**src/rtl/ulm_pkg.sv**
```systemverilog
// Shared types, constants and decode helpers for the UTF-8 length-limit measure block.
package ulm_pkg;

  localparam logic [1:0] MODE_BYTES = 2'd0;
  localparam logic [1:0] MODE_CHARS = 2'd1;
  localparam logic [1:0] MODE_WIDTH = 2'd2;

  localparam logic [7:0]  LEAD1_MASK  = 8'h80;
  localparam logic [7:0]  LEAD2_MASK  = 8'hE0;
  localparam logic [7:0]  LEAD2_VAL   = 8'hC0;
  localparam logic [7:0]  LEAD3_MASK  = 8'hF0;
  localparam logic [7:0]  LEAD3_VAL   = 8'hE0;
  localparam logic [20:0] ZW_FIRST    = 21'h0200B;
  localparam logic [20:0] ZW_LAST     = 21'h0200D;
  localparam logic [20:0] BOM_CP      = 21'h0FEFF;
  localparam logic [20:0] ASCII_LIMIT = 21'h00080;

  typedef struct packed {
    logic [7:0]  text_byte;
    logic        last_byte;
    logic [15:0] remove_start;
    logic [15:0] remove_end;
    logic [15:0] keep_budget;
  } in_item_t;

  typedef struct packed {
    logic [15:0] measured_length;
    logic [15:0] cut_index;
    logic        over_budget;
    logic [15:0] utf16_units;
  } out_item_t;

  // One finished character, as seen by the accumulators.
  typedef struct packed {
    logic       fin;
    logic [2:0] received;
    logic [2:0] measure;
    logic [1:0] units;
  } char_info_t;

  function automatic logic [2:0] lead_length(input logic [7:0] c);
    logic [2:0] len;
    if ((c & LEAD1_MASK) == 8'h00) len = 3'd1;
    else if ((c & LEAD2_MASK) == LEAD2_VAL) len = 3'd2;
    else if ((c & LEAD3_MASK) == LEAD3_VAL) len = 3'd3;
    else len = 3'd4;
    return len;
  endfunction

  function automatic logic [1:0] cp_columns(input logic [20:0] cp);
    logic [1:0] w;
    if (cp < ASCII_LIMIT) w = 2'd1;
    else if (cp >= ZW_FIRST && cp <= ZW_LAST) w = 2'd1;
    else if (cp == BOM_CP) w = 2'd1;
    else w = 2'd2;
    return w;
  endfunction

endpackage

```
**src/rtl/utf8_length_limit_measure.sv**
```systemverilog
// Top level of the UTF-8 length-limit measure block: input register, decoder, counters.
// Throughput: one byte per cycle; the input register decodes and counts in a single pass,
//   limited by the prefix compare and saturating adders feeding the result register.
// A result waiting on out_stall blocks only a following last byte; other bytes keep flowing.
// Reset (rst_n low, synchronous) clears all string counters, the decoder and limit_mode.
module utf8_length_limit_measure #(
  parameter int COUNT_BITS = 16
) (
  input  logic               clk,
  input  logic               rst_n,
  input  logic               in_valid,
  output logic               in_stall,
  input  ulm_pkg::in_item_t  in_item,
  output logic               out_valid,
  input  logic               out_stall,
  output ulm_pkg::out_item_t out_item,
  input  logic               cfg_wr_en,
  input  logic [1:0]         cfg_wr_data
);
  import ulm_pkg::*;

  // Input register: holds one byte item until the counters take it.
  in_item_t   in_item_r;
  logic       in_valid_r;
  logic [1:0] limit_mode_r;
  logic       advance;
  char_info_t info;

  // Advance the held byte unless it closes a string and the result slot is still occupied.
  assign advance  = in_valid_r && (!in_item_r.last_byte || !out_valid || !out_stall);
  assign in_stall = in_valid_r && !advance;

  always_ff @(posedge clk) begin
    if (!rst_n) begin
      in_valid_r   <= 1'b0;
      limit_mode_r <= MODE_BYTES;
    end else begin
      if (in_valid && !in_stall) in_valid_r <= 1'b1;
      else if (advance) in_valid_r <= 1'b0;
      // The user must change the mode only while the block is idle; the block itself does not enforce this.
      if (cfg_wr_en) limit_mode_r <= cfg_wr_data;
    end
  end

  // Payload needs no reset; capture on every accepted item.
  always_ff @(posedge clk) begin
    if (in_valid && !in_stall) in_item_r <= in_item;
  end

  // Decode the held byte and tell the counters when a character closes.
  ulm_decode u_decode (
    .clk        (clk),
    .rst_n      (rst_n),
    .step       (advance),
    .text_byte  (in_item_r.text_byte),
    .last_byte  (in_item_r.last_byte),
    .limit_mode (limit_mode_r),
    .info       (info)
  );

  // Accumulate measures, search the cut point and register the result on the last byte.
  ulm_accum #(
    .COUNT_BITS (COUNT_BITS)
  ) u_accum (
    .clk       (clk),
    .rst_n     (rst_n),
    .step      (advance),
    .item      (in_item_r),
    .info      (info),
    .out_stall (out_stall),
    .out_valid (out_valid),
    .out_item  (out_item)
  );

endmodule

```
**src/rtl/ulm_decode.sv**
```systemverilog
// Byte-level UTF-8 character decoder: tracks the open character and reports its measure.
module ulm_decode (
  input  logic                clk,
  input  logic                rst_n,
  input  logic                step,
  input  logic [7:0]          text_byte,
  input  logic                last_byte,
  input  logic [1:0]          limit_mode,
  output ulm_pkg::char_info_t info
);
  import ulm_pkg::*;

  logic [2:0]  left_r, left_nxt;
  logic [2:0]  len_r, len_nxt;
  logic [20:0] acc_r, acc_nxt;
  logic        truncated;
  logic [1:0]  width;

  always_comb begin
    if (left_r == 3'd0) begin
      len_nxt  = lead_length(text_byte);
      left_nxt = len_nxt - 3'd1;
      unique case (len_nxt)
        3'd1:    acc_nxt = {14'd0, text_byte[6:0]};
        3'd2:    acc_nxt = {16'd0, text_byte[4:0]};
        3'd3:    acc_nxt = {17'd0, text_byte[3:0]};
        default: acc_nxt = {18'd0, text_byte[2:0]};
      endcase
    end else begin
      len_nxt  = len_r;
      left_nxt = left_r - 3'd1;
      acc_nxt  = {acc_r[14:0], text_byte[5:0]};
    end
    truncated     = left_nxt != 3'd0;
    width         = truncated ? 2'd2 : cp_columns(acc_nxt);
    info.fin      = !truncated || last_byte;
    info.received = len_nxt - left_nxt;
    info.units    = (len_nxt == 3'd4) ? 2'd2 : 2'd1;
    unique case (limit_mode)
      MODE_BYTES: info.measure = info.received;
      MODE_CHARS: info.measure = 3'd1;
      MODE_WIDTH: info.measure = {1'b0, width};
      default:    info.measure = 3'd0;
    endcase
  end

  always_ff @(posedge clk) begin
    if (!rst_n) begin
      left_r <= 3'd0;
      len_r  <= 3'd0;
      acc_r  <= 21'd0;
    end else if (step) begin
      if (info.fin) begin
        left_r <= 3'd0;
        len_r  <= 3'd0;
        acc_r  <= 21'd0;
      end else begin
        left_r <= left_nxt;
        len_r  <= len_nxt;
        acc_r  <= acc_nxt;
      end
    end
  end

endmodule

```
**src/rtl/ulm_accum.sv**
```systemverilog
// Saturating string counters, prefix cut search and the result register.
module ulm_accum #(
  parameter int COUNT_BITS = 16
) (
  input  logic                clk,
  input  logic                rst_n,
  input  logic                step,
  input  ulm_pkg::in_item_t   item,
  input  ulm_pkg::char_info_t info,
  input  logic                out_stall,
  output logic                out_valid,
  output ulm_pkg::out_item_t  out_item
);
  import ulm_pkg::*;

  localparam int CW = (COUNT_BITS > 16) ? COUNT_BITS : 16;

  logic [COUNT_BITS-1:0] u16_r, u16_nxt;
  logic [COUNT_BITS-1:0] kept_r, kept_nxt;
  logic [COUNT_BITS-1:0] full_r, full_nxt;
  logic [COUNT_BITS-1:0] prefix_r, prefix_nxt;
  logic [COUNT_BITS-1:0] cut_r, cut_nxt;
  logic                  stopped_r, stopped_nxt;
  logic                  out_valid_r;
  out_item_t             out_item_r;

  logic [CW-1:0] start_w, rs_w, re_w, budget_w, kept_w, cut_w, u16_w, full_w;
  logic [CW:0]   prefix_sum;
  logic          excluded, fits;

  function automatic logic [COUNT_BITS-1:0] sat_add(input logic [COUNT_BITS-1:0] a,
                                                    input logic [2:0] b);
    logic [COUNT_BITS:0] s;
    s = {1'b0, a} + (COUNT_BITS+1)'(b);
    return s[COUNT_BITS] ? {COUNT_BITS{1'b1}} : s[COUNT_BITS-1:0];
  endfunction

  always_comb begin
    start_w    = CW'(u16_r);
    rs_w       = CW'(item.remove_start);
    re_w       = CW'(item.remove_end);
    budget_w   = CW'(item.keep_budget);
    excluded   = (item.remove_end > item.remove_start) && (start_w >= rs_w) && (start_w < re_w);
    prefix_sum = (CW+1)'(prefix_r) + (CW+1)'(info.measure);
    fits       = !stopped_r && (prefix_sum <= {1'b0, budget_w});

    u16_nxt     = u16_r;
    kept_nxt    = kept_r;
    full_nxt    = full_r;
    prefix_nxt  = prefix_r;
    cut_nxt     = cut_r;
    stopped_nxt = stopped_r;
    if (info.fin) begin
      full_nxt = sat_add(full_r, info.measure);
      if (!excluded) kept_nxt = sat_add(kept_r, info.measure);
      if (fits) begin
        prefix_nxt = sat_add(prefix_r, info.measure);
        cut_nxt    = sat_add(cut_r, info.received);
      end else begin
        stopped_nxt = 1'b1;
      end
      u16_nxt = sat_add(u16_r, {1'b0, info.units});
    end
    kept_w = CW'(kept_nxt);
    cut_w  = CW'(cut_nxt);
    u16_w  = CW'(u16_nxt);
    full_w = CW'(full_nxt);
  end

  always_ff @(posedge clk) begin
    if (!rst_n) begin
      u16_r       <= '0;
      kept_r      <= '0;
      full_r      <= '0;
      prefix_r    <= '0;
      cut_r       <= '0;
      stopped_r   <= 1'b0;
      out_valid_r <= 1'b0;
    end else begin
      if (step && item.last_byte) begin
        u16_r       <= '0;
        kept_r      <= '0;
        full_r      <= '0;
        prefix_r    <= '0;
        cut_r       <= '0;
        stopped_r   <= 1'b0;
        out_valid_r <= 1'b1;
      end else begin
        if (step) begin
          u16_r     <= u16_nxt;
          kept_r    <= kept_nxt;
          full_r    <= full_nxt;
          prefix_r  <= prefix_nxt;
          cut_r     <= cut_nxt;
          stopped_r <= stopped_nxt;
        end
        if (!out_stall) out_valid_r <= 1'b0;
      end
    end
  end

  always_ff @(posedge clk) begin
    if (step && item.last_byte) begin
      out_item_r.measured_length <= kept_w[15:0];
      out_item_r.cut_index       <= cut_w[15:0];
      out_item_r.over_budget     <= full_w > budget_w;
      out_item_r.utf16_units     <= u16_w[15:0];
    end
  end

  assign out_valid = out_valid_r;
  assign out_item  = out_item_r;

endmodule

```
**config.mk**
```make
export PLATFORM = sky130hd
export DESIGN_NAME = utf8_length_limit_measure
export DESIGN_NICKNAME = d
export VERILOG_FILES = /design/src/rtl/ulm_pkg.sv /design/src/rtl/utf8_length_limit_measure.sv /design/src/rtl/ulm_decode.sv /design/src/rtl/ulm_accum.sv
export SDC_FILE = /design/constraint.sdc
export NUM_CORES = 1
export LEC_CHECK = 0
export ABC_AREA = 0
export BUFFER_PORTS_ARGS = -buffer_cell sky130_fd_sc_hd__buf_2
export CORE_AREA = 2 2 200 202
export CTS_CLUSTER_DIAMETER = 200
export DETAILED_ROUTE_END_ITERATION = 10
export DIE_AREA = 0 0 202 204
export PLACE_DENSITY_LB_ADDON = 0.05
export SLEW_MARGIN = 0
export SYNTH_ARGS = -nofsm -noshare
export SYNTH_HDL_FRONTEND = slang
export SYNTH_SLANG_ARGS = --single-unit
```
**constraint.sdc**
```tcl
create_clock -name clk -period 11.5 [get_ports clk]
set_clock_uncertainty 0.05 [all_clocks]
set_input_delay 3.45 -clock clk [delete_from_list [all_inputs] [get_ports clk]]
set_output_delay 3.45 -clock clk [all_outputs]
set_load 0.05 [all_outputs]
```
==> results of run 1 <==
## synthesized netlist by cell type, types with 5 or more instances
| cell | n |
|---|---|
| sky130_fd_sc_hd__a211oi_1 | 16 |
| sky130_fd_sc_hd__a21boi_0 | 9 |
| sky130_fd_sc_hd__a21o_1 | 9 |
| sky130_fd_sc_hd__a21oi_1 | 119 |
| sky130_fd_sc_hd__a22oi_1 | 10 |
| sky130_fd_sc_hd__a311oi_1 | 16 |
| sky130_fd_sc_hd__a31oi_1 | 26 |
| sky130_fd_sc_hd__and2_1 | 22 |
| sky130_fd_sc_hd__and3_1 | 30 |
| sky130_fd_sc_hd__and4_1 | 6 |
| sky130_fd_sc_hd__clkbuf_1 | 46 |
| sky130_fd_sc_hd__dfxtp_1 | 106 |
| sky130_fd_sc_hd__edfxtp_1 | 106 |
| sky130_fd_sc_hd__ha_1 | 100 |
| sky130_fd_sc_hd__inv_1 | 69 |
| sky130_fd_sc_hd__mux2_2 | 6 |
| sky130_fd_sc_hd__mux2i_1 | 10 |
| sky130_fd_sc_hd__nand2_1 | 130 |
| sky130_fd_sc_hd__nand2b_1 | 9 |
| sky130_fd_sc_hd__nand3_1 | 35 |
| sky130_fd_sc_hd__nand4_1 | 25 |
| sky130_fd_sc_hd__nor2_1 | 91 |
| sky130_fd_sc_hd__nor2b_1 | 32 |
| sky130_fd_sc_hd__nor3_1 | 40 |
| sky130_fd_sc_hd__nor4_1 | 8 |
| sky130_fd_sc_hd__o21a_1 | 8 |
| sky130_fd_sc_hd__o21ai_0 | 49 |
| sky130_fd_sc_hd__o31ai_1 | 6 |
| sky130_fd_sc_hd__or3_1 | 5 |
| sky130_fd_sc_hd__xnor2_1 | 32 |
| sky130_fd_sc_hd__xor2_1 | 25 |
## power by group
part / switching (uW) / leakage (uW) / internal (uW)
clock: 343 / 0.000423 / 511
combinational: 169 / 0.00340 / 93.3
sequential: 14.1 / 0.00193 / 818
## cells by family (layout without fill, tap and decap cells)
family / count (synthesis) / in the layout / synth area share
mux: 16 / 16 / 0.0139
simple gates: 463 / 463 / 0.195
flops: 212 / 212 / 0.441
xor+xnor: 57 / 57 / 0.0415
buf+inv: 124 / 246 / 0.0406
compound gates: 303 / 303 / 0.159
fa+ha+maj: 103 / 103 / 0.109
## per-stage QoR
step / cell area [um^2] / hold slack, ns
final: 14000 / 0.421
after global routing: 14000 / 0.449
after CTS: 14000 / 0.423
after detailed placement: 13100 / 0.410
after global placement: 13100 / 0.407
after floorplan: 12000 / 0.391
## area by class of cell
cell class / instances / area share
clock inverters: 15 / 0.0112
multi-input cells: 942 / 0.446
flip-flops and latches: 212 / 0.378
repair buffers: 127 / 0.0477
clock buffers: 35 / 0.0518
inverters: 69 / 0.0185
well taps: 525 / 0.0469
## cell usage in the layout, fill, tap and decap left out, types with 27 or more instances in the layout
master | netlist | routed
sky130_fd_sc_hd__clkbuf_16 | 0 | 27
sky130_fd_sc_hd__a21oi_1 | 119 | 119
sky130_fd_sc_hd__inv_1 | 69 | 68
sky130_fd_sc_hd__nor3_1 | 40 | 40
sky130_fd_sc_hd__nor2b_1 | 32 | 31
sky130_fd_sc_hd__dfxtp_1 | 106 | 106
sky130_fd_sc_hd__and3_1 | 30 | 30
sky130_fd_sc_hd__xnor2_1 | 32 | 32
sky130_fd_sc_hd__nor2_1 | 91 | 91
sky130_fd_sc_hd__ha_1 | 100 | 100
sky130_fd_sc_hd__buf_2 | 3 | 114
sky130_fd_sc_hd__edfxtp_1 | 106 | 106
sky130_fd_sc_hd__nand3_1 | 35 | 35
sky130_fd_sc_hd__o21ai_0 | 49 | 49
sky130_fd_sc_hd__nand2_1 | 130 | 129
## layer usage
layer	wire, um	vias to the layer above	track usage	part of all wire
met5	0	-	0	0
met4	503	0	0.0373	0.016
met3	1240	33	0.0241	0.039
met2	14800	129	0.258	0.46
met1	15700	4549	0.213	0.49
li1	-	4883	-	-
## how the worst min path moves through the flow
stage / start / to
2_1_floorplan: u_accum.prefix_r[0] / u_accum.prefix_r[0]
3_3_place_gp: u_accum.prefix_r[0] / u_accum.prefix_r[0]
3_5_place_dp: u_accum.prefix_r[0] / u_accum.prefix_r[0]
4_1_cts: u_accum.prefix_r[0] / u_accum.prefix_r[0]
5_1_grt: u_accum.prefix_r[0] / u_accum.prefix_r[0]
6_report: u_accum.prefix_r[0] / u_accum.prefix_r[0]
## critical path: cells and delay by family, from the launching register on
kind | cells | cell delay [ns]
fa+ha+maj | 5 | 1.37
compound gates | 11 | 2.56
buf+inv | 3 | 0.43
xor+xnor | 2 | 0.30
flops | 1 | 0.34
simple gates | 8 | 2.91
## registers in the layout, summed over array words and instances (netlist names), 3 cells and up
signal,flops
u_decode.len_r,3
u_accum.prefix_r,16
u_accum.kept_r,16
in_item_r,57
u_accum.out_item,49
u_decode.left_r,3
u_accum.cut_r,16
u_decode.acc_r,15
u_accum.start_w,16
u_accum.full_r,16
==> metrics.md, run 1 <==
| Metric | Value |
|---|---|
| Placement Rows | 73 |
| Number of detailed-route iterations in the first pass | 5 |
| Width of the chip | 202 um |
| Post-CTS Hold Fix Bufs | 0 |
| Worst hold path class | flop to flop |
| Clock latency reported for the late side of the worst-skew pair | 0.55 ns |
| Vias per cell | 4.98 |
| Crit share post-route | 0.704 |
| # DRC | 0 |
| Clock root cell | sky130_fd_sc_hd__clkbuf_16 |
| Number of max-slew violations in the final report | 0 |
| HPWL reported at the end of detailed placement | 22900 um |
| Deepest clock path buffer count | 3 |
| Endpoint of the worst-slack reg-to-reg timing path | u_accum.cut_r[3] |
| Cell count of the worst hold path | 2 |
| Yosys synthesis warning count | 0 |
| Global-route wire length before repair | 51800 um |
| Largest voltage drop on the vdd net | 90.1 uV |
| CTS tree | done |
| Startpoint class of the critical path | flop |
| Worst slack at placement | 3.41 ns |
| Layout filler cell count | 4035 |
| Starting utilization of the core area | 0.307 |
| RSZ-0062 raised after global routing | no |
| Synth top area cells | sky130_fd_sc_hd__edfxtp_1, sky130_fd_sc_hd__dfxtp_1, sky130_fd_sc_hd__ha_1 |
| Antenna diode count | 0 |
| Largest incremental delay on the critical path | 0.65 ns |
| Worst-path clk slew | 0.06 ns |
| Final WS setup | 3.40 ns |
| Share of synthesized area occupied by flip-flops and latches | 0.441 |
| Final setup violation count | 0 |
| Die Area | 41200 um^2 |
| Path type of the worst setup path | flop to flop |
| Sequential cell area in the final layout | 5310 um^2 |
| CP arrival | 8.49 ns |
| Run status | complete, no violations |
| Most used cell, CP | sky130_fd_sc_hd__ha_1 |
| Layout Utilization | 0.358 |
| Avg Cell Area, Syn | 9.41 um^2 |
| Pin count of the biggest net entering global routing | 67 |
| Number of hold violations in the final report | 0 |
| Setup TNS | 0 ns |
| Critical register-to-register path startpoint | u_decode.left_r[0] |
| Flip-flop cell with the highest count after synthesis | sky130_fd_sc_hd__edfxtp_1 |
| Seq cells post-synth | 212 |
| Synthesized instance count | 1278 |
| CTS buffer count | 27 |
| Number of gates given a new drive strength after cts | 0 |
| # port buffers | 114 |
| Vias after detailed routing | 9594 |
| Antenna violations before repair | 0 |
| Tot Pwr | 1950 uW |
| Fraction of layout instances using a drive strength above 1 | 0.139 |
| Max_cap viols | 0 |
| First element of the critical path | u_decode.left_r[0] |
| Worst setup slack for register-to-register paths | 3.40 ns |
| Wire length reported by the detailed router | 32300 um |
| Starting DRC count in detailed routing | 395 |
| Required time at the worst-slack endpoint | 11.89 ns |
| Count of buffers added by post-CTS timing repair for setup | 0 |
| Layout-stage area growth over the synthesis result | 16.6% |
| Worst Path Max Fanout | 17 |
| Cell with the biggest individual delay on the critical path | sky130_fd_sc_hd__or4b_2 |
| TritonCTS sink count | 212 |
| Net count of the finished layout | 1546 |
| GRT Resource Usage Total | 0.156 |
| Headroom to the max-slew limit | 0.292 |
| Count of flip-flops with a built-in enable after synthesis | 106 |
| Number of global-route vias before repair | 9517 |
| Post-layout instance count excluding filler cells | 1925 |
| Number of I/O pins | 115 |
| Placeable core area | 39200 um^2 |
| Logic depth of the worst register-to-register path | 29 |
| Library cell occupying the most area in the post-synthesis netlist | sky130_fd_sc_hd__edfxtp_1 |
| Placed cells | 1875 |
| Area of the mapped netlist | 12000 um^2 |
| Period minus WS final | 8.10 ns |
| Fraction of registers with async set or reset after synthesis | 0 |
| Slew @ Worst Pin | 1.06 ns |
| Overall die height | 204 um |
| Count of cell types in the netlist | 69 |
| Multi-input gate area in the final layout | 6250 um^2 |
| Syn nets | 1445 |
| Total congestion overflow | 0 |
| Highest clock frequency the design can meet | 0.124 GHz |
| Critical path endpoint | u_accum.cut_r[3] |
| H-tree Lvls | 1 |
| Total power per unit cell area | 139 nW/um^2 |
| Antenna-violating nets left | 0 |
| Final routed wire length divided by cell count | 16.8 um |
| Fraction of synthesized cell area taken by the top area cell type | 0.265 |
| CP Capture Type | flop |
| Final estimated routing congestion in global placement | 0.791 |
| Leak pwr | 0.00575 uW |
No activity file was read; power rests on OpenSTA's default activity.
==> run 2, diff against run 1 <==
==> constraint.sdc (replaced) <==
create_clock -name clk -period 6.8 [get_ports clk]
set_clock_uncertainty 0.05 [all_clocks]
set_input_delay 2.04 -clock clk [delete_from_list [all_inputs] [get_ports clk]]
set_output_delay 2.04 -clock clk [all_outputs]
set_load 0.05 [all_outputs]
==> metrics.md, run 2 (synthesized netlist as in run 1, its figures left out) <==
| Metric | Value |
|---|---|
| Run status | complete, no violations |
| CP arrival | 6.69 ns (-1.80 ns) |
| Total power per unit cell area | 230 nW/um^2 (+65%) |
| Final setup violation count | 0 (unchanged) |
| Net count of the finished layout | 1569 (+1.5%) |
| Crit share post-route | 0.945 (+0.241) |
| Headroom to the max-slew limit | 0.228 (-0.0636) |
| Fraction of layout instances using a drive strength above 1 | 0.159 (+0.0202) |
| Antenna diode count | 0 (unchanged) |
| Power share of the combinational group | 0.148 (+0.013) |
| Most frequent standard cell in the layout excluding fill and tap cells | sky130_fd_sc_hd__nand2_1 |
| Slew @ Worst Pin | 1.16 ns (+0.0954 ns) |
| Number of global-route vias before repair | 9458 (-0.62%) |
| Startpoint class of the critical path | flop |
| Antenna-violating nets left | 0 (unchanged) |
| Number of detailed-route iterations in the first pass | 4 (-1) |
| Layout-stage area growth over the synthesis result | 18.9% |
| Leak pwr | 0.00589 uW (+2.4%) |
| Highest clock frequency the design can meet | 0.156 GHz (+26%) |
| Period minus WS final | 6.43 ns (-1.67 ns) |
| Worst Path Max Fanout | 6 (-11) |
| Clock root cell | sky130_fd_sc_hd__clkbuf_16 |
| Overall die height | 204 um (unchanged) |
| Most flop-heavy register | in_item_r |
| Largest voltage drop on the vdd net | 149 uV (+65%) |
| Share of total power in the clock network | 0.424 (-0.014) |
| Final Hold Slack | 0.421 ns (-0.000202 ns) |
| Total congestion overflow | 0 (unchanged) |
| Number of I/O pins | 115 (unchanged) |
| Switching Power | 894 uW (+70%) |
| Worst-path clk slew | 0.06 ns (about the same) |
| GRT Resource Usage Total | 0.159 (+0.00386) |
| Sequential cell area in the final layout | 5310 um^2 (unchanged) |
| Wire length reported by the detailed router | 32900 um (+1.9%) |
| Deepest clock path buffer count | 3 (unchanged) |
| Starting utilization of the core area | 0.307 (unchanged) |
| Worst hold path class | flop to flop |
| Sw Share | 0.272 (+0.00237) |
| Final estimated routing congestion in global placement | 0.827 (+4.5%) |
| Vias per cell | 4.95 (-0.61%) |
| Layout Utilization | 0.365 (+0.00693) |
| Final routed wire length divided by cell count | 16.9 um (+0.71%) |
| CTS buffer count | 27 (unchanged) |
| H-tree Lvls | 1 (unchanged) |
| Die Area | 41200 um^2 (unchanged) |
| HPWL reported at the end of detailed placement | 23300 um (+1.7%) |
| Pin count of the biggest net entering global routing | 67 (unchanged) |
| Placement Rows | 73 (unchanged) |
| RSZ-0062 raised after global routing | no |
| Int Power | 2390 uW (+68%) |
| CP Capture Type | flop |
| Global-route wire length before repair | 52800 um (+1.8%) |
| TritonCTS sink count | 212 (unchanged) |
| Starting DRC count in detailed routing | 394 (-0.25%) |
| Max_cap viols | 0 (unchanged) |
| Layout filler cell count | 4056 (+0.52%) |
| Placeable core area | 39200 um^2 (unchanged) |
| Commonest non-fill, non-tap cells in the layout | sky130_fd_sc_hd__nand2_1, sky130_fd_sc_hd__a21oi_1, sky130_fd_sc_hd__buf_2 |
| Sequential share of power | 0.428 (about the same) |
| Vias after detailed routing | 9649 (+0.57%) |
| Multi-input gate area in the final layout | 6400 um^2 (+2.4%) |
| CTS tree | done |
| Required time at the worst-slack endpoint | 7.06 ns (-4.83 ns) |
| # port buffers | 114 (unchanged) |
| # DRC | 0 (unchanged) |
| Antenna violations before repair | 0 (unchanged) |
| Post-CTS Hold Fix Bufs | 0 (unchanged) |
| Clock latency reported for the late side of the worst-skew pair | 0.57 ns (+0.02 ns) |
| Width of the chip | 202 um (unchanged) |
| Number of max-slew violations in the final report | 0 (unchanged) |
| Number of flip-flops in the largest register | 57 (unchanged) |
| Path type of the worst setup path | flop to flop |
| Number of hold violations in the final report | 0 (unchanged) |
==> run 2: changes by cell type in the layout (fill, tap and decap cells not counted), sizes merged <==
cell / previous run / this run
clkbuf: 35 / 38
buf: 127 / 148
a21bo: 1 / 3
clkinvlp: 3 / 0
bufinv: 3 / 2
clkinv: 8 / 9
==> run 2: critical path, stage by stage, from the launching register on <==
cell and delay, ns:
sky130_fd_sc_hd__edfxtp_1 0.42, sky130_fd_sc_hd__nand2_1 0.12, sky130_fd_sc_hd__and3_4 0.22, sky130_fd_sc_hd__inv_1 0.10, sky130_fd_sc_hd__ha_1 0.25, sky130_fd_sc_hd__nor4bb_2 0.34
sky130_fd_sc_hd__a31o_2 0.18, sky130_fd_sc_hd__nand3_2 0.08, sky130_fd_sc_hd__or4_4 0.55, sky130_fd_sc_hd__nand2_1 0.12, sky130_fd_sc_hd__xnor2_1 0.08, sky130_fd_sc_hd__ha_1 0.22
sky130_fd_sc_hd__a21o_1 0.17, sky130_fd_sc_hd__a41o_1 0.23, sky130_fd_sc_hd__and3_4 0.20, sky130_fd_sc_hd__nand2_1 0.08, sky130_fd_sc_hd__xnor2_1 0.06, sky130_fd_sc_hd__ha_1 0.35
sky130_fd_sc_hd__a2111oi_4 0.29, sky130_fd_sc_hd__o21ai_1 0.11, sky130_fd_sc_hd__o21a_1 0.14, sky130_fd_sc_hd__or4b_4 0.54, sky130_fd_sc_hd__a211oi_4 0.35, sky130_fd_sc_hd__a21bo_4 0.33
sky130_fd_sc_hd__buf_4 0.15, sky130_fd_sc_hd__nor2_1 0.10, sky130_fd_sc_hd__mux2_2 0.34
==> run 2: power groups by stage <==
stage / Clock [uW] / Sequential [uW] / Combinational [uW]
2_1_floorplan: 0 / 1450 / 292
3_3_place_gp: 0 / 1430 / 473
3_5_place_dp: 0 / 1430 / 473
4_1_cts: 1450 / 1410 / 481
5_1_grt: 1500 / 1410 / 548
6_report: 1390 / 1410 / 486
==> run 2: cell type report <==
class                      count  area share
timing repair buffer         148      0.0578
multi-input combinational    944       0.448
tap                          525      0.0460
clock inverter                12     0.00823
clock buffer                  38      0.0509
sequential                   212       0.371
inverter                      69      0.0181
==> run 2: what timing repair did <==
item / in CTS / in global routing
endpoints found under the hold margin: 0 / 0
pin swaps: 0 / 4
gates cloned: 1 / 1
setup endpoints to repair: 20 / 48
gates resized for setup: 11 / 19
buffers inserted: 0 / 5
==> run 2: final timing paths <==
| kind | start | end | slack [ns] | depth (start not counted) |
|---|---|---|---|---|
| hold / removal | u_accum.prefix_r[2] | u_accum.prefix_r[2] | 0.42 | 2 |
| hold reg to reg | u_accum.prefix_r[2] | u_accum.prefix_r[2] | 0.42 | 2 |
| setup reg to reg | in_item_r[53] | u_accum.out_item[21] | 0.37 | 26 |
| setup / recovery | in_item_r[53] | u_accum.out_item[21] | 0.37 | 26 |
==> run 2: routing by layer <==
metal  global-route usage  vias up  routed length (um)
met1                0.225     4553               16400
li1                     -     4932                   -
met2                0.258      126               14800
met4               0.0404        0                 606
met3               0.0209       38                1070
met5                    0        -                   0
==> run 2: stage by stage <==
step	total power, uW	area (um^2)	std cells	setup slack (ns)	setup TNS [ns]
6_report	3280	14300	1948	0.373	0
5_1_grt	3460	14300	1948	0.0434	0
4_1_cts	3340	14200	1942	0.0260	0
3_5_place_dp	1910	13300	1891	-0.265	-2.33
3_3_place_gp	1910	13300	1891	0.00928	0
2_1_floorplan	1740	12000	1278	0.00968	0
==> run 3, diff against run 2 <==
==> constraint.sdc (replaced) <==
create_clock -name clk -period 6.8 [get_ports clk]
set_clock_uncertainty 0.05 [all_clocks]
set_input_delay 0.34 -clock clk [delete_from_list [all_inputs] [get_ports clk]]
set_output_delay 0.34 -clock clk [all_outputs]
set_load 0.05 [all_outputs]
==> metrics.md, run 3 (synthesized netlist as in run 1, its figures left out) <==
| Metric | Value |
|---|---|
| Deepest clock path buffer count | 3 (unchanged) |
| Starting DRC count in detailed routing | 490 (+24%) |
| Overall die height | 204 um (unchanged) |
| Placeable core area | 39200 um^2 (unchanged) |
| Antenna violations before repair | 0 (unchanged) |
| Worst setup slack for register-to-register paths | 0.41 ns (+0.04 ns) |
| CP arrival | 6.64 ns (-0.05 ns) |
| Routed length on met2 | 14900 um (+1.2%) |
| Final instance area | 14900 um^2 (+4.4%) |
| Final setup violation count | 0 (unchanged) |
| Fraction of layout instances using a drive strength above 1 | 0.154 (-0.00487) |
| Commonest non-fill, non-tap cells in the layout | sky130_fd_sc_hd__nand2_1, sky130_fd_sc_hd__a21oi_1, sky130_fd_sc_hd__buf_2 |
| Most frequent standard cell in the layout excluding fill and tap cells | sky130_fd_sc_hd__nand2_1 |
| Final routed wire length divided by cell count | 16.4 um (-2.9%) |
| Required time at the worst-slack endpoint | 7.05 ns (about the same) |
| # DRC | 0 (unchanged) |
| Total congestion overflow | 0 (unchanged) |
| Vias after detailed routing | 9843 (+2.0%) |
| H-tree Lvls | 1 (unchanged) |
| Antenna diode count | 0 (unchanged) |
| Number of flip-flops in the largest register | 57 (unchanged) |
| Path type of the worst setup path | flop to flop |
| Clock root cell | sky130_fd_sc_hd__clkbuf_16 |
| Placement Rows | 73 (unchanged) |
| Number of I/O pins | 115 (unchanged) |
| Period minus WS final | 6.39 ns (-0.0390 ns) |
| Placed cells | 1893 (+0.11%) |
| Number of global-route vias before repair | 9582 (+1.3%) |
| Total length of routed met3 wires | 1170 um (+9.6%) |
| Antenna-violating nets left | 0 (unchanged) |
| Most flop-heavy register | in_item_r |
| Net count of the finished layout | 1628 (+3.8%) |
| Worst Path Max Fanout | 6 (unchanged) |
| Final Hold Slack | 0.0539 ns (-0.367 ns) |
| Worst hold path class | input port to flop |
| CTS tree | done |
| # port buffers | 114 (unchanged) |
| HPWL reported at the end of detailed placement | 23300 um (-0.26%) |
| Global-route wire length before repair | 52800 um (unchanged) |
| First element of the critical path | in_item_r[53] |
| Critical register-to-register path startpoint | in_item_r[53] |
| Layout-stage area growth over the synthesis result | 24.1% |
| Logic depth of the worst register-to-register path | 25 (-3.8%) |
| Starting utilization of the core area | 0.307 (unchanged) |
| TritonCTS sink count | 212 (unchanged) |
| Vias per cell | 4.91 (-0.94%) |
| Slew @ Worst Pin | 1.35 ns (+0.188 ns) |
| Max_cap viols | 0 (unchanged) |
| Number of max-slew violations in the final report | 0 (unchanged) |
| Highest clock frequency the design can meet | 0.157 GHz (+0.61%) |
| Worst-path clk slew | 0.06 ns (about the same) |
| CTS buffer count | 27 (unchanged) |
| Number of hold violations in the final report | 0 (unchanged) |
| Startpoint class of the critical path | flop |
| CP Capture Type | flop |
| WL met1 | 16300 um (-0.61%) |
| Clock latency reported for the late side of the worst-skew pair | 0.56 ns (about the same) |
| Crit share post-route | 0.939 (-0.00574) |
| GRT Resource Usage Total | 0.159 (-0.000689) |
| Headroom to the max-slew limit | 0.103 (-0.125) |
| Wire length reported by the detailed router | 32900 um (about the same) |
| Width of the chip | 202 um (unchanged) |
| Setup TNS | 0 ns (unchanged) |
| Run status | complete, no violations |
| Largest voltage drop on the vdd net | 197 uV (+32%) |
| Total power per unit cell area | 227 nW/um^2 (-1.3%) |
| Number of detailed-route iterations in the first pass | 4 (unchanged) |
| Final estimated routing congestion in global placement | 0.824 (-0.40%) |
| Critical path endpoint | u_accum.out_item[23] |
| Die Area | 41200 um^2 (unchanged) |
| Leak pwr | 0.00615 uW (+4.4%) |
| Post-layout instance count excluding filler cells | 2006 (+3.0%) |
| Endpoint of the worst-slack reg-to-reg timing path | u_accum.out_item[23] |
| Highest routed layer | met4 |
| Placed instance area | 13300 um^2 (+0.11%) |
| Pin count of the biggest net entering global routing | 67 (unchanged) |
run 3: changes by cell type in the layout (fill, tap and decap cells not counted), moves of 2 or more:
| cell | before | now |
|---|---|---|
| sky130_fd_sc_hd__clkbuf_1 | 10 | 3 |
| sky130_fd_sc_hd__and3_4 | 2 | 0 |
| sky130_fd_sc_hd__and3_2 | 0 | 2 |
| sky130_fd_sc_hd__dlygate4sd3_1 | 0 | 61 |
| sky130_fd_sc_hd__clkinv_1 | 6 | 8 |
| sky130_fd_sc_hd__clkinv_2 | 3 | 5 |
| sky130_fd_sc_hd__bufinv_16 | 2 | 4 |
| sky130_fd_sc_hd__nand3_2 | 2 | 0 |
| sky130_fd_sc_hd__buf_4 | 34 | 32 |
run 3: layout make-up:
type | count | area, um^2
Clock inverter | 18 | 195
Clock buffer | 31 | 701
Timing Repair Buffer | 207 | 1420
Inverter | 69 | 259
Tap cell | 525 | 657
Sequential cell | 212 | 5310
Multi-Input combinational cell | 944 | 6380
Fill cell | 4003 | 24300
run 3: critical path, cell delays in order, from the launching register on:
cell and delay, ns:
sky130_fd_sc_hd__edfxtp_1 0.43, sky130_fd_sc_hd__nand3b_1 0.23, sky130_fd_sc_hd__nand2_1 0.13, sky130_fd_sc_hd__inv_1 0.09, sky130_fd_sc_hd__ha_1 0.22, sky130_fd_sc_hd__nor4bb_2 0.32
sky130_fd_sc_hd__a31o_2 0.18, sky130_fd_sc_hd__nand3_1 0.11, sky130_fd_sc_hd__or4_4 0.56, sky130_fd_sc_hd__nand2_1 0.12, sky130_fd_sc_hd__xnor2_1 0.08, sky130_fd_sc_hd__ha_1 0.22
sky130_fd_sc_hd__a21o_1 0.18, sky130_fd_sc_hd__a41o_1 0.22, sky130_fd_sc_hd__and3_2 0.25, sky130_fd_sc_hd__nand2_1 0.09, sky130_fd_sc_hd__xnor2_1 0.12, sky130_fd_sc_hd__ha_1 0.28
sky130_fd_sc_hd__a2111oi_2 0.29, sky130_fd_sc_hd__o21ai_1 0.11, sky130_fd_sc_hd__o21a_1 0.13, sky130_fd_sc_hd__or4b_4 0.54, sky130_fd_sc_hd__a211oi_4 0.26, sky130_fd_sc_hd__a21bo_4 0.32
sky130_fd_sc_hd__nor3_4 0.23, sky130_fd_sc_hd__mux2_2 0.36
run 3: how the worst min path moves through the flow:
stage	from	to	slack (ns)	depth (start not counted)
2_1_floorplan	in_item[0]	in_item_r[0]	0.39	0
3_3_place_gp	u_accum.prefix_r[0]	u_accum.prefix_r[0]	0.41	2
3_5_place_dp	u_accum.prefix_r[2]	u_accum.prefix_r[2]	0.41	2
4_1_cts	cfg_wr_en	limit_mode_r[0]	0.03	3
5_1_grt	cfg_wr_en	limit_mode_r[1]	0.05	3
6_report	cfg_wr_en	limit_mode_r[1]	0.05	3
run 3: routing by layer:
layer  track usage  vias up
met2         0.262      127
met5             0        -
li1              -     5050
met3        0.0230       36
met1         0.221     4630
met4        0.0323        0
run 3: power by group:
group | internal, uW | total (uW) | switching (uW)
clock network | 887 | 1470 | 583
registers | 1380 | 1410 | 22.5
logic | 208 | 510 | 302
total | 2480 | 3380 | 907
run 3: per-stage QoR:
stage           util  setup slack, ns  total power, uW
6_report       0.381            0.412             3380
3_3_place_gp   0.339          -0.0159             1910
4_1_cts        0.378           0.0275             3430
3_5_place_dp   0.339           -0.152             1910
2_1_floorplan      -          0.00968             1740
5_1_grt        0.381         -0.00924             3560
run 3: what timing repair did:
item | 4_1_cts | 5_1_grt
gates cloned | 0 | 2
setup endpoints to repair | 12 | 48
endpoints found under the hold margin | 61 | 0
setup buffers | 0 | 1
hold buffers | 61 | 0
pin swaps | 0 | 2
resized for setup | 2 | 24
